$ cat config.mk
export PLATFORM = sky130hd
export DESIGN_NAME = q4_block_dot_product
export DESIGN_NICKNAME = d
export VERILOG_FILES = /design/src/q4dp_pkg.sv /design/src/q4dp_fifo.sv /design/src/q4dp_front.sv /design/src/q4dp_back.sv /design/src/q4_block_dot_product.sv
export SDC_FILE = /design/constraint.sdc
export NUM_CORES = 2
export LEC_CHECK = 0
export ABC_AREA = 1
export BUFFER_PORTS_ARGS = -buffer_cell sky130_fd_sc_hd__buf_2
export CORE_ASPECT_RATIO = 0.75
export CORE_MARGIN = 2
export CORE_UTILIZATION = 40
export CTS_CLUSTER_SIZE = 14
export DETAILED_ROUTE_END_ITERATION = 7
export GPL_TIMING_DRIVEN = 0
export MAX_ROUTING_LAYER = met4
export PLACE_DENSITY_LB_ADDON = 0.25
export SYNTH_ARGS = -nofsm -noshare
export SYNTH_HDL_FRONTEND = slang
export SYNTH_SLANG_ARGS = --single-unit
$ cat constraint.sdc
create_clock -name clk_i -period 16.3 [get_ports clk_i]
set_input_delay 2.445 -clock clk_i [delete_from_list [all_inputs] [get_ports clk_i]]
set_output_delay 2.445 -clock clk_i [all_outputs]
set_load 0.005 [all_outputs]
$ cat src/q4dp_pkg.sv
// ----------------------------------------------------------------------------
// q4dp_pkg
// Types and constants shared by the 4-bit quantized dot-product block.
// ----------------------------------------------------------------------------
package q4dp_pkg;

  localparam int unsigned ByteW  = 8;
  localparam int unsigned NibW   = 4;
  localparam int unsigned ActW   = 16;
  localparam int unsigned ScaleW = 16;
  localparam int unsigned ProdW  = NibW + ActW;      // nibble weight times activation
  localparam int unsigned PairW  = ProdW + 1;        // sum of the two products
  localparam int unsigned TermW  = 36;               // |term| <= 2^34
  localparam int unsigned AccW   = 56;

  // Nibble minus 8, as two's complement: flip the top bit.
  localparam logic [NibW-1:0] NibbleBias = 4'h8;

  localparam logic signed [AccW-1:0] AccMax = {1'b0, {(AccW-1){1'b1}}};
  localparam logic signed [AccW-1:0] AccMin = {1'b1, {(AccW-1){1'b0}}};

  // One scaled term on its way from the front to the accumulator.
  typedef struct packed {
    logic signed [TermW-1:0] term;
    logic                    last;
  } term_item_t;

  // One finished row.
  typedef struct packed {
    logic signed [AccW-1:0] row_sum;
    logic                   saturated;
  } row_result_t;

endpackage

$ cat src/q4dp_fifo.sv
// ----------------------------------------------------------------------------
// q4dp_fifo
// Small flip-flop queue with push/full and pop/empty on its two sides.
// ----------------------------------------------------------------------------
module q4dp_fifo #(
  parameter int unsigned Width = 8,
  parameter int unsigned Depth = 4
) (
  input  logic             clk_i,
  input  logic             rst_ni,
  input  logic             push_i,
  input  logic [Width-1:0] wdata_i,
  output logic             full_o,
  input  logic             pop_i,
  output logic [Width-1:0] rdata_o,
  output logic             empty_o
);

  localparam int unsigned PtrW = (Depth > 1) ? $clog2(Depth) : 1;
  localparam int unsigned CntW = $clog2(Depth + 1);
  localparam logic [PtrW-1:0] LastPtr = PtrW'(Depth - 1);
  localparam logic [CntW-1:0] DepthCnt = CntW'(Depth);

  logic [Width-1:0] mem_q [Depth];
  logic [PtrW-1:0]  wptr_q, wptr_d, rptr_q, rptr_d;
  logic [CntW-1:0]  cnt_q, cnt_d;
  logic             do_push, do_pop;

  assign full_o  = (cnt_q == DepthCnt);
  assign empty_o = (cnt_q == '0);
  assign do_push = push_i && !full_o;
  assign do_pop  = pop_i && !empty_o;
  assign rdata_o = mem_q[rptr_q];

  always_comb begin
    wptr_d = wptr_q;
    rptr_d = rptr_q;
    cnt_d  = cnt_q;
    if (do_push) begin
      wptr_d = (wptr_q == LastPtr) ? '0 : wptr_q + 1'b1;
    end
    if (do_pop) begin
      rptr_d = (rptr_q == LastPtr) ? '0 : rptr_q + 1'b1;
    end
    case ({do_push, do_pop})
      2'b10:   cnt_d = cnt_q + 1'b1;
      2'b01:   cnt_d = cnt_q - 1'b1;
      default: cnt_d = cnt_q;
    endcase
  end

  always_ff @(posedge clk_i or negedge rst_ni) begin
    if (!rst_ni) begin
      wptr_q <= '0;
      rptr_q <= '0;
      cnt_q  <= '0;
    end else begin
      wptr_q <= wptr_d;
      rptr_q <= rptr_d;
      cnt_q  <= cnt_d;
    end
  end

  always_ff @(posedge clk_i) begin
    if (do_push) begin
      mem_q[wptr_q] <= wdata_i;
    end
  end

`ifndef SYNTHESIS
  a_cnt_bound: assert property (@(posedge clk_i) disable iff (!rst_ni)
    cnt_q <= DepthCnt)
    else $error("fifo count beyond depth");
`endif

endmodule

$ cat src/q4dp_front.sv
// ----------------------------------------------------------------------------
// q4dp_front
// Takes weight-byte beats, unpacks the nibbles and forms the scaled term
// in two multiply stages.
// ----------------------------------------------------------------------------
module q4dp_front (
  input  logic                               clk_i,
  input  logic                               rst_ni,
  input  logic                               push,
  output logic                               full,
  input  logic [q4dp_pkg::ByteW-1:0]         weight_byte_i,
  input  logic signed [q4dp_pkg::ActW-1:0]   act_even_i,
  input  logic signed [q4dp_pkg::ActW-1:0]   act_odd_i,
  input  logic signed [q4dp_pkg::ScaleW-1:0] group_scale_i,
  input  logic                               last_of_row_i,
  output logic                               tq_push_o,
  output q4dp_pkg::term_item_t               tq_item_o,
  input  logic                               tq_full_i
);
  import q4dp_pkg::*;

  logic                     v1_q, v2_q;
  logic signed [PairW-1:0]  pair_q;
  logic signed [ScaleW-1:0] scale_q;
  logic                     last1_q;
  term_item_t               item_q;

  logic signed [NibW-1:0]   q0, q1;
  logic signed [ProdW-1:0]  p0, p1;
  logic signed [PairW-1:0]  pair_d;
  logic signed [TermW-1:0]  term_d;
  logic                     adv, take;

  // Stage 2 moves on when it is empty or its beat leaves for the queue.
  assign adv  = !v2_q || !tq_full_i;
  assign full = v1_q && !adv;
  assign take = push && !full;

  assign q0     = signed'(weight_byte_i[NibW-1:0] ^ NibbleBias);
  assign q1     = signed'(weight_byte_i[ByteW-1:NibW] ^ NibbleBias);
  assign p0     = q0 * act_even_i;
  assign p1     = q1 * act_odd_i;
  assign pair_d = PairW'(p0) + PairW'(p1);
  assign term_d = pair_q * scale_q;

  assign tq_push_o = v2_q;
  assign tq_item_o = item_q;

  always_ff @(posedge clk_i or negedge rst_ni) begin
    if (!rst_ni) begin
      v1_q <= 1'b0;
      v2_q <= 1'b0;
    end else begin
      if (adv) begin
        v2_q <= v1_q;
        v1_q <= take;
      end else if (!v1_q) begin
        v1_q <= take;
      end
    end
  end

  always_ff @(posedge clk_i) begin
    if (take) begin
      pair_q  <= pair_d;
      scale_q <= group_scale_i;
      last1_q <= last_of_row_i;
    end
    if (adv && v1_q) begin
      item_q.term <= term_d;
      item_q.last <= last1_q;
    end
  end

`ifndef SYNTHESIS
  a_hold_stalled: assert property (@(posedge clk_i) disable iff (!rst_ni)
    (v2_q && tq_full_i) |=> (v2_q && $stable(item_q)))
    else $error("stalled term changed");
`endif

endmodule

$ cat src/q4dp_back.sv
// ----------------------------------------------------------------------------
// q4dp_back
// Saturating row accumulator: drains terms, closes the row on the last beat.
// ----------------------------------------------------------------------------
module q4dp_back (
  input  logic                   clk_i,
  input  logic                   rst_ni,
  input  q4dp_pkg::term_item_t   tq_item_i,
  input  logic                   tq_empty_i,
  output logic                   tq_pop_o,
  output logic                   rq_push_o,
  output q4dp_pkg::row_result_t  rq_item_o,
  input  logic                   rq_full_i
);
  import q4dp_pkg::*;

  logic signed [AccW-1:0] acc_q, acc_d, sum_sat;
  logic                   clip_q, clip_d;
  logic signed [AccW:0]   sum_w;
  logic                   ovf;

  // A closing beat waits for room in the result queue.
  assign tq_pop_o  = !tq_empty_i && (!tq_item_i.last || !rq_full_i);
  assign rq_push_o = tq_pop_o && tq_item_i.last;

  assign sum_w   = {acc_q[AccW-1], acc_q} + (AccW+1)'(tq_item_i.term);
  assign ovf     = sum_w[AccW] != sum_w[AccW-1];
  assign sum_sat = ovf ? (sum_w[AccW] ? AccMin : AccMax) : sum_w[AccW-1:0];

  assign rq_item_o.row_sum   = sum_sat;
  assign rq_item_o.saturated = clip_q || ovf;

  always_comb begin
    acc_d  = acc_q;
    clip_d = clip_q;
    if (tq_pop_o) begin
      if (tq_item_i.last) begin
        acc_d  = '0;
        clip_d = 1'b0;
      end else begin
        acc_d  = sum_sat;
        clip_d = clip_q || ovf;
      end
    end
  end

  always_ff @(posedge clk_i or negedge rst_ni) begin
    if (!rst_ni) begin
      acc_q  <= '0;
      clip_q <= 1'b0;
    end else begin
      acc_q  <= acc_d;
      clip_q <= clip_d;
    end
  end

`ifndef SYNTHESIS
  a_clear_after_row: assert property (@(posedge clk_i) disable iff (!rst_ni)
    rq_push_o |=> (acc_q == '0 && !clip_q))
    else $error("row state not cleared");
  a_clip_sticky: assert property (@(posedge clk_i) disable iff (!rst_ni)
    (clip_q && !rq_push_o) |=> clip_q)
    else $error("clip flag lost inside a row");
  a_no_push_full: assert property (@(posedge clk_i) disable iff (!rst_ni)
    rq_push_o |-> !rq_full_i)
    else $error("row result pushed into full queue");
`endif

endmodule

$ cat src/q4_block_dot_product.sv
// ----------------------------------------------------------------------------
// q4_block_dot_product
// One row of a 4-bit quantized matrix-vector product, Q33.23 saturating sum.
// ----------------------------------------------------------------------------
//   side    | handshake         | beat payload
//   --------+-------------------+---------------------------------------------
//   input   | push / full       | weight_byte, act_even, act_odd, group_scale,
//           |                   | last_of_row
//   result  | empty / pop       | row_sum, saturated
//
// One beat per cycle unless stalled; the accumulator adds one beat a cycle.
// A row result goes through the pair and term registers and both queues.
// Reset clears the accumulator, the clip flag and both queues.
// A full result queue stalls the accumulator at a closing beat, which fills
// the term queue and then stalls the multiply stages and raises full.
// ----------------------------------------------------------------------------
module q4_block_dot_product #(
  parameter int unsigned TermQDepth = 4,
  parameter int unsigned ResQDepth  = 2
) (
  input  logic                               clk_i,
  input  logic                               rst_ni,
  input  logic                               push,
  output logic                               full,
  input  logic [q4dp_pkg::ByteW-1:0]         weight_byte_i,
  input  logic signed [q4dp_pkg::ActW-1:0]   act_even_i,
  input  logic signed [q4dp_pkg::ActW-1:0]   act_odd_i,
  input  logic signed [q4dp_pkg::ScaleW-1:0] group_scale_i,
  input  logic                               last_of_row_i,
  output logic                               empty,
  input  logic                               pop,
  output logic signed [q4dp_pkg::AccW-1:0]   row_sum_o,
  output logic                               saturated_o
);
  import q4dp_pkg::*;

  localparam int unsigned TermItemW = $bits(term_item_t);
  localparam int unsigned ResItemW  = $bits(row_result_t);

  logic        tq_push, tq_full, tq_pop, tq_empty;
  term_item_t  tq_wr, tq_rd;
  logic        rq_push, rq_full;
  row_result_t rq_wr, rq_rd;

  q4dp_front u_front (
    .clk_i,
    .rst_ni,
    .push,
    .full,
    .weight_byte_i,
    .act_even_i,
    .act_odd_i,
    .group_scale_i,
    .last_of_row_i,
    .tq_push_o (tq_push),
    .tq_item_o (tq_wr),
    .tq_full_i (tq_full)
  );

  q4dp_fifo #(
    .Width (TermItemW),
    .Depth (TermQDepth)
  ) u_term_q (
    .clk_i,
    .rst_ni,
    .push_i  (tq_push),
    .wdata_i (tq_wr),
    .full_o  (tq_full),
    .pop_i   (tq_pop),
    .rdata_o (tq_rd),
    .empty_o (tq_empty)
  );

  q4dp_back u_back (
    .clk_i,
    .rst_ni,
    .tq_item_i  (tq_rd),
    .tq_empty_i (tq_empty),
    .tq_pop_o   (tq_pop),
    .rq_push_o  (rq_push),
    .rq_item_o  (rq_wr),
    .rq_full_i  (rq_full)
  );

  q4dp_fifo #(
    .Width (ResItemW),
    .Depth (ResQDepth)
  ) u_res_q (
    .clk_i,
    .rst_ni,
    .push_i  (rq_push),
    .wdata_i (rq_wr),
    .full_o  (rq_full),
    .pop_i   (pop),
    .rdata_o (rq_rd),
    .empty_o (empty)
  );

  assign row_sum_o   = rq_rd.row_sum;
  assign saturated_o = rq_rd.saturated;

endmodule

---- After elaboration in Yosys (flattened, before gate mapping) ----
Memories as Yosys holds them, arrays and structs flattened.
Cells that the tools add are included.
operators by class
  $add $sub $neg .......................... 10
  multipliers ............................. 3
  equal/unequal tests ..................... 9
  muxes and demuxes ....................... 16
  bitwise logic cells ..................... 2
  reduce and logical (&&, ||, !) cells .... 24
operators with widths
  kind                 number
  $mux 56              3
  $add 56x36->57       1
  $mul 4x16->20        2
  $mul 21x16->36       1
  $add 20x20->21       1
  $eq 2x2->1 const B   5
  $logic_and 1x1->1    9
  $mux 1               9
  $logic_not 1->1      8
  $add 2x1->2 const B  3
  $pmux 3 s2           1
  $eq 2x1->1 const B   2
  $mux 2               2
  $pmux 2 s2           1
  $reduce_bool 2->1    2
  $add 3x1->3 const B  1
  $eq 3x3->1 const B   1
  $logic_not 3->1      1
  $logic_or 1x1->1     3
  $sub 3x1->3 const B  1
  $add 1x1->1 const B  2
  $logic_not 2->1      1
  $not 1->1            2
  $sub 2x1->2 const B  1
  $ne 1x1->1           1
storage, ports and cells
  register bits after elaboration ......... 145
  memory bits (writable) .................. 262
  output and inout port bits .............. 59
  word-level logic and storage cells ...... 81
  memories kept ........................... 2
memories
  name            depth  width  read ports  clocked after memory_dff  wr ports  line             text
  u_term_q.mem_q  4      37     1           0                         1         q4dp_fifo.sv:24  logic [Width-1:0] mem_q [Depth];
  u_res_q.mem_q   2      57     1           0                         1         q4dp_fifo.sv:24

---- Logic depth before layout (Yosys ltp) ----
  depth in word-level cells ............... 9
  mapped depth ............................ 27
  depth with buffers taken out ............ 25

---- Hierarchy ----
A second synthesis with hierarchy kept.
unflattened totals
  cell total of the unflattened synthesis .. 4,612
  area total of the unflattened synthesis .. 38,455.6 µm²
by module, submodules not included
  module                 times used  cells each  area an instance (µm²)  seq. area each (µm²)
  q4dp_front             1           2,493       20,215.6                2,302.2
  q4dp_back              1           1,296       7,459.7                 1,426.4
  q4dp_fifo at u_term_q  1           492         6,389.9                 4,619.4
  q4dp_fifo at u_res_q   1           331         4,390.5                 3,523.4

---- Worst setup path before layout ----
Ideal clock, no wire load.
  path type ............................... input to register
  start point ............................. input port weight_byte_i[2] in the netlist's numbering
  end point ............................... register u_front.pair_q[18] (data pin)
  library setup time ...................... 0.264 ns
  data arrival time ....................... 6.325 ns
  required time ........................... 16.036 ns
  setup slack ............................. 9.711 ns
  stages on the path ...................... 15
  buffers on the path ..................... 2
  path through ............................ clkbuf_1 > clkbuf_1 > nand2_1 > fa_1 > fa_1 > inv_1 > fa_1 > fa_1 > ha_1 > nand2_1 > o21ai_0 > a21oi_1 > o21bai_1 > a31oi_1 > xor2_1
on the way
  cells in the longest elaborated chain, start to end .. 2
ends and longest elaborated chain
  what                    line                        text
  start, declared         q4_block_dot_product.sv:25  input logic [q4dp_pkg::ByteW-1:0] weight_byte_i,
  $mul 4x16->20           q4dp_front.sv:41            assign p0 = q0 * act_even_i;
  $add 20x20->21          q4dp_front.sv:43            assign pair_d = PairW'(p0) + PairW'(p1);
  net u_front.pair_d[18]  q4dp_front.sv:30            logic signed [PairW-1:0] pair_d;
  end signal, assigned    q4dp_front.sv:65            pair_q <= pair_d;
  end, declared           q4dp_front.sv:23            logic signed [PairW-1:0] pair_q;
The timed path passes the listed nets, and every way through them passes these cells.
A chain may end at the register's enable or synchronous reset.

---- Final worst setup path ----
Same ends and word-level chain as after synthesis.

==> impl_metrics.toml <==
[status]
status = "finished, final reports clean"

[setup_path]
path_class = "primary input to flop"
slowest_stage = "o21ai_0"
cp.required_ns = 16.64
start_kind = "primary input"
critPathBufInv = 3
max_stage_delay_ns = 0.86
critPathTopFamily = "adder cells"
arrival_ns = 7.89
end_kind = "flop"
cpMostUsedCell = "fa_1"
crit_chain = "clkbuf_1, clkbuf_1, nand2_1, fa_1, fa_1, inv_1, fa_1, fa_1, ha_1, nand2_1, o21ai_0, a21oi_1, o21bai_1, a31oi_1, xor2_1"
crit_fanout = 10

[drt]
wl_per_cell_um = 17.7
ant_nets = 0
totalWireLength_um = 102000
num_vias = 28300
first_iter_violations = 2456
via_per_inst = 4.90
drt-pass1-iter-count = 6
route.detailed.drc = 0

[floorplanning]
start_util_pct = 40.3
core_area_um2 = 93200
die_w_um = 358
ios = 120
dieArea_um2 = 96400
die-height_um = 269
num_rows = 97

[synth]
synth_area_per_cell_um2 = 8.66
async_flop_share_pct = 17.2
synth.distinct_cells = 47
synth_cells = 4335
ys.flop_type = "edfxtp_1"
synth-seq-area-share_pct = 31.6
synth_fp_nets = 5024
yosysWarnings = 0
synth-edff-count = 337
synth_seq_cells = 407
synthesis.area_um2 = 37500

[clock_tree]
root_buffer = "clkbuf_16"
cts_buffers = 43
cts_setup_buffers = 0
clock-sinks = 407
cts_tree = "done"
clk-insertion-delay-late_ns = 0.62
path_clk_slew_ns = 0.06
cts.hold.buffers_added = 0
h-tree-depth = 2
cts_buffer_depth = 3
cts_resized = 0

[global_routing]
antenna_found_initial = 0
grt.overflow.total = 0
grt_max_degree = 39
grt_pass1_wl_um = 162000
grt_usage_pct = 22.5
grt_pass1_vias = 28000

[timing]
setup_viol = 0
post-route-min-period_ns = 7.55
fin_tns_setup_ns = 0
fmax_mhz = 132
tightest_slew_ns = 1.33
slew_headroom_pct = 10.0
fin_worst_skew_ns = 0.0393
finalCritPeriodShare_pct = 46.3
slew_violations = 0
rsz0062_at_grt = "no"
final-hold-violation-count = 0

[place]
io_buffers = 113
gp_congestion = 0.994
post-dp-hpwl_um = 85100

[cells_and_area]
layout.nets = 5190
drive_gt1_share_pct = 8.36
synthToLayoutAreaGrowth_pct = 9.99

[job]
cap_violations = 0

[worst_hold_path]
hold_class = "flop to flop"
-- kinds of logic after synthesis --
kind of cell / share of synthesized area, %
adder cells (fa/ha/maj): 29.6
XOR/XNOR: 2.45
buffers and inverters: 10.9
flip-flops: 31.6
AO/OA/AOI/OAI: 5.30
AND/OR/NAND/NOR: 20.2
-- metal layers --
metal | part of all wire [%] | global-route usage [%] | wire length, µm
met3 | 9.4 | 4.38 | 9590
met1 | 51 | 36.1 | 52100
met4 | 1.1 | 3.04 | 1070
met2 | 39 | 29.5 | 39400
met5 | 0 | - | 0
-- synth_stat cells, drive strengths merged, types with 24 or more instances --
library cell     n  area, µm²
a21oi          134        693
clkbuf         122        458
dfrtp           70       1750
edfxtp         337      10100
fa             432       8650
ha             196       2450
inv            915       3430
nand2         1352       5570
nand3           77        423
nand4           24        150
nor2           264       1060
nor3            26        130
o21ai          139        696
o22ai           35        219
or2             25        156
xnor2           39        342
xor2            66        578
-- final timing paths --
path                                         start                    end  slack (ns)  cells past startpoint
worst max-delay path              weight_byte_i[2]     u_front.pair_q[18]        8.75                     15
max in group asynchronous                   rst_ni       u_back.acc_q[13]       13.84                      2
worst min-delay path               u_front.last1_q   u_front.tq_item_o[0]        0.46                      0
worst max register to register  u_front.pair_q[14]  u_front.tq_item_o[29]        9.24                     21
worst min register to register     u_front.last1_q   u_front.tq_item_o[0]        0.46                      0
min in group asynchronous                   rst_ni       u_back.acc_q[39]        1.81                      1
-- layout by cell type (no fill, tap or decap), drive strengths merged, types with 13 or more instances in the layout --
master,n
a21oi,134
buf,140
clkbuf,175
clkinv,13
dfrtp,70
edfxtp,337
fa,432
ha,196
inv,919
nand2,1352
nand3,77
nand4,24
nor2,264
nor3,26
o21ai,139
o21bai,20
o22ai,35
or2,25
xnor2,39
xor2,66
-- registers in the layout, indices dropped and copies added, names as in the netlist --
register           count
u_back.acc_q          56
u_back.clip_q          1
u_front.last1_q        1
u_front.pair_q        21
u_front.scale_q       16
u_front.tq_item_o     37
u_front.tq_push_o      1
u_front.v1_q           1
u_res_q.cnt_q          2
u_res_q.mem_q        114
u_res_q.rptr_q         1
u_res_q.wptr_q         1
u_term_q.cnt_q         3
u_term_q.mem_q       148
u_term_q.rptr_q        2
u_term_q.wptr_q        2
-- through the flow --
stage                     setup WS, ns  util, %  hold slack, ns  cells  cell area, µm²
after CTS                         8.93     44.3           0.484   5773           41300
after global placement            8.31     42.5           0.469   5685           39700
after floorplan                   9.71        -           0.400   4335           37500
after detailed placement          8.30     42.8           0.464   5693           39900
final                             8.75     44.3           0.461   5774           41300
after global routing              8.51     44.3           0.483   5773           41300
-- area by class of cell --
type / count / area [µm²]
multi-input cells: 2872 / 21600
repair buffers: 121 / 723
plain buffers: 141 / 659
well taps: 1237 / 1550
flip-flops and latches: 407 / 11900
fillers: 9226 / 51900
clock buffers: 53 / 1130
clock inverters: 27 / 289
diodes: 1 / 2.50
inverters: 915 / 3430
-- worst reg2reg max path: cells and delay by family (launching register included) --
kind | cells | cell delay (ns)
AOI/OAI and AO/OA | 1 | 0.12
DFF | 1 | 0.33
xor gates and xnor gates | 1 | 0.14
and+or+nand+nor | 6 | 1.43
buffers and inverters | 6 | 1.39
adders and majority gates | 7 | 3.40
Power is left out: the tool's default activity adds up to more than one toggle a clock period on the data nets, which glitch-free logic cannot reach.
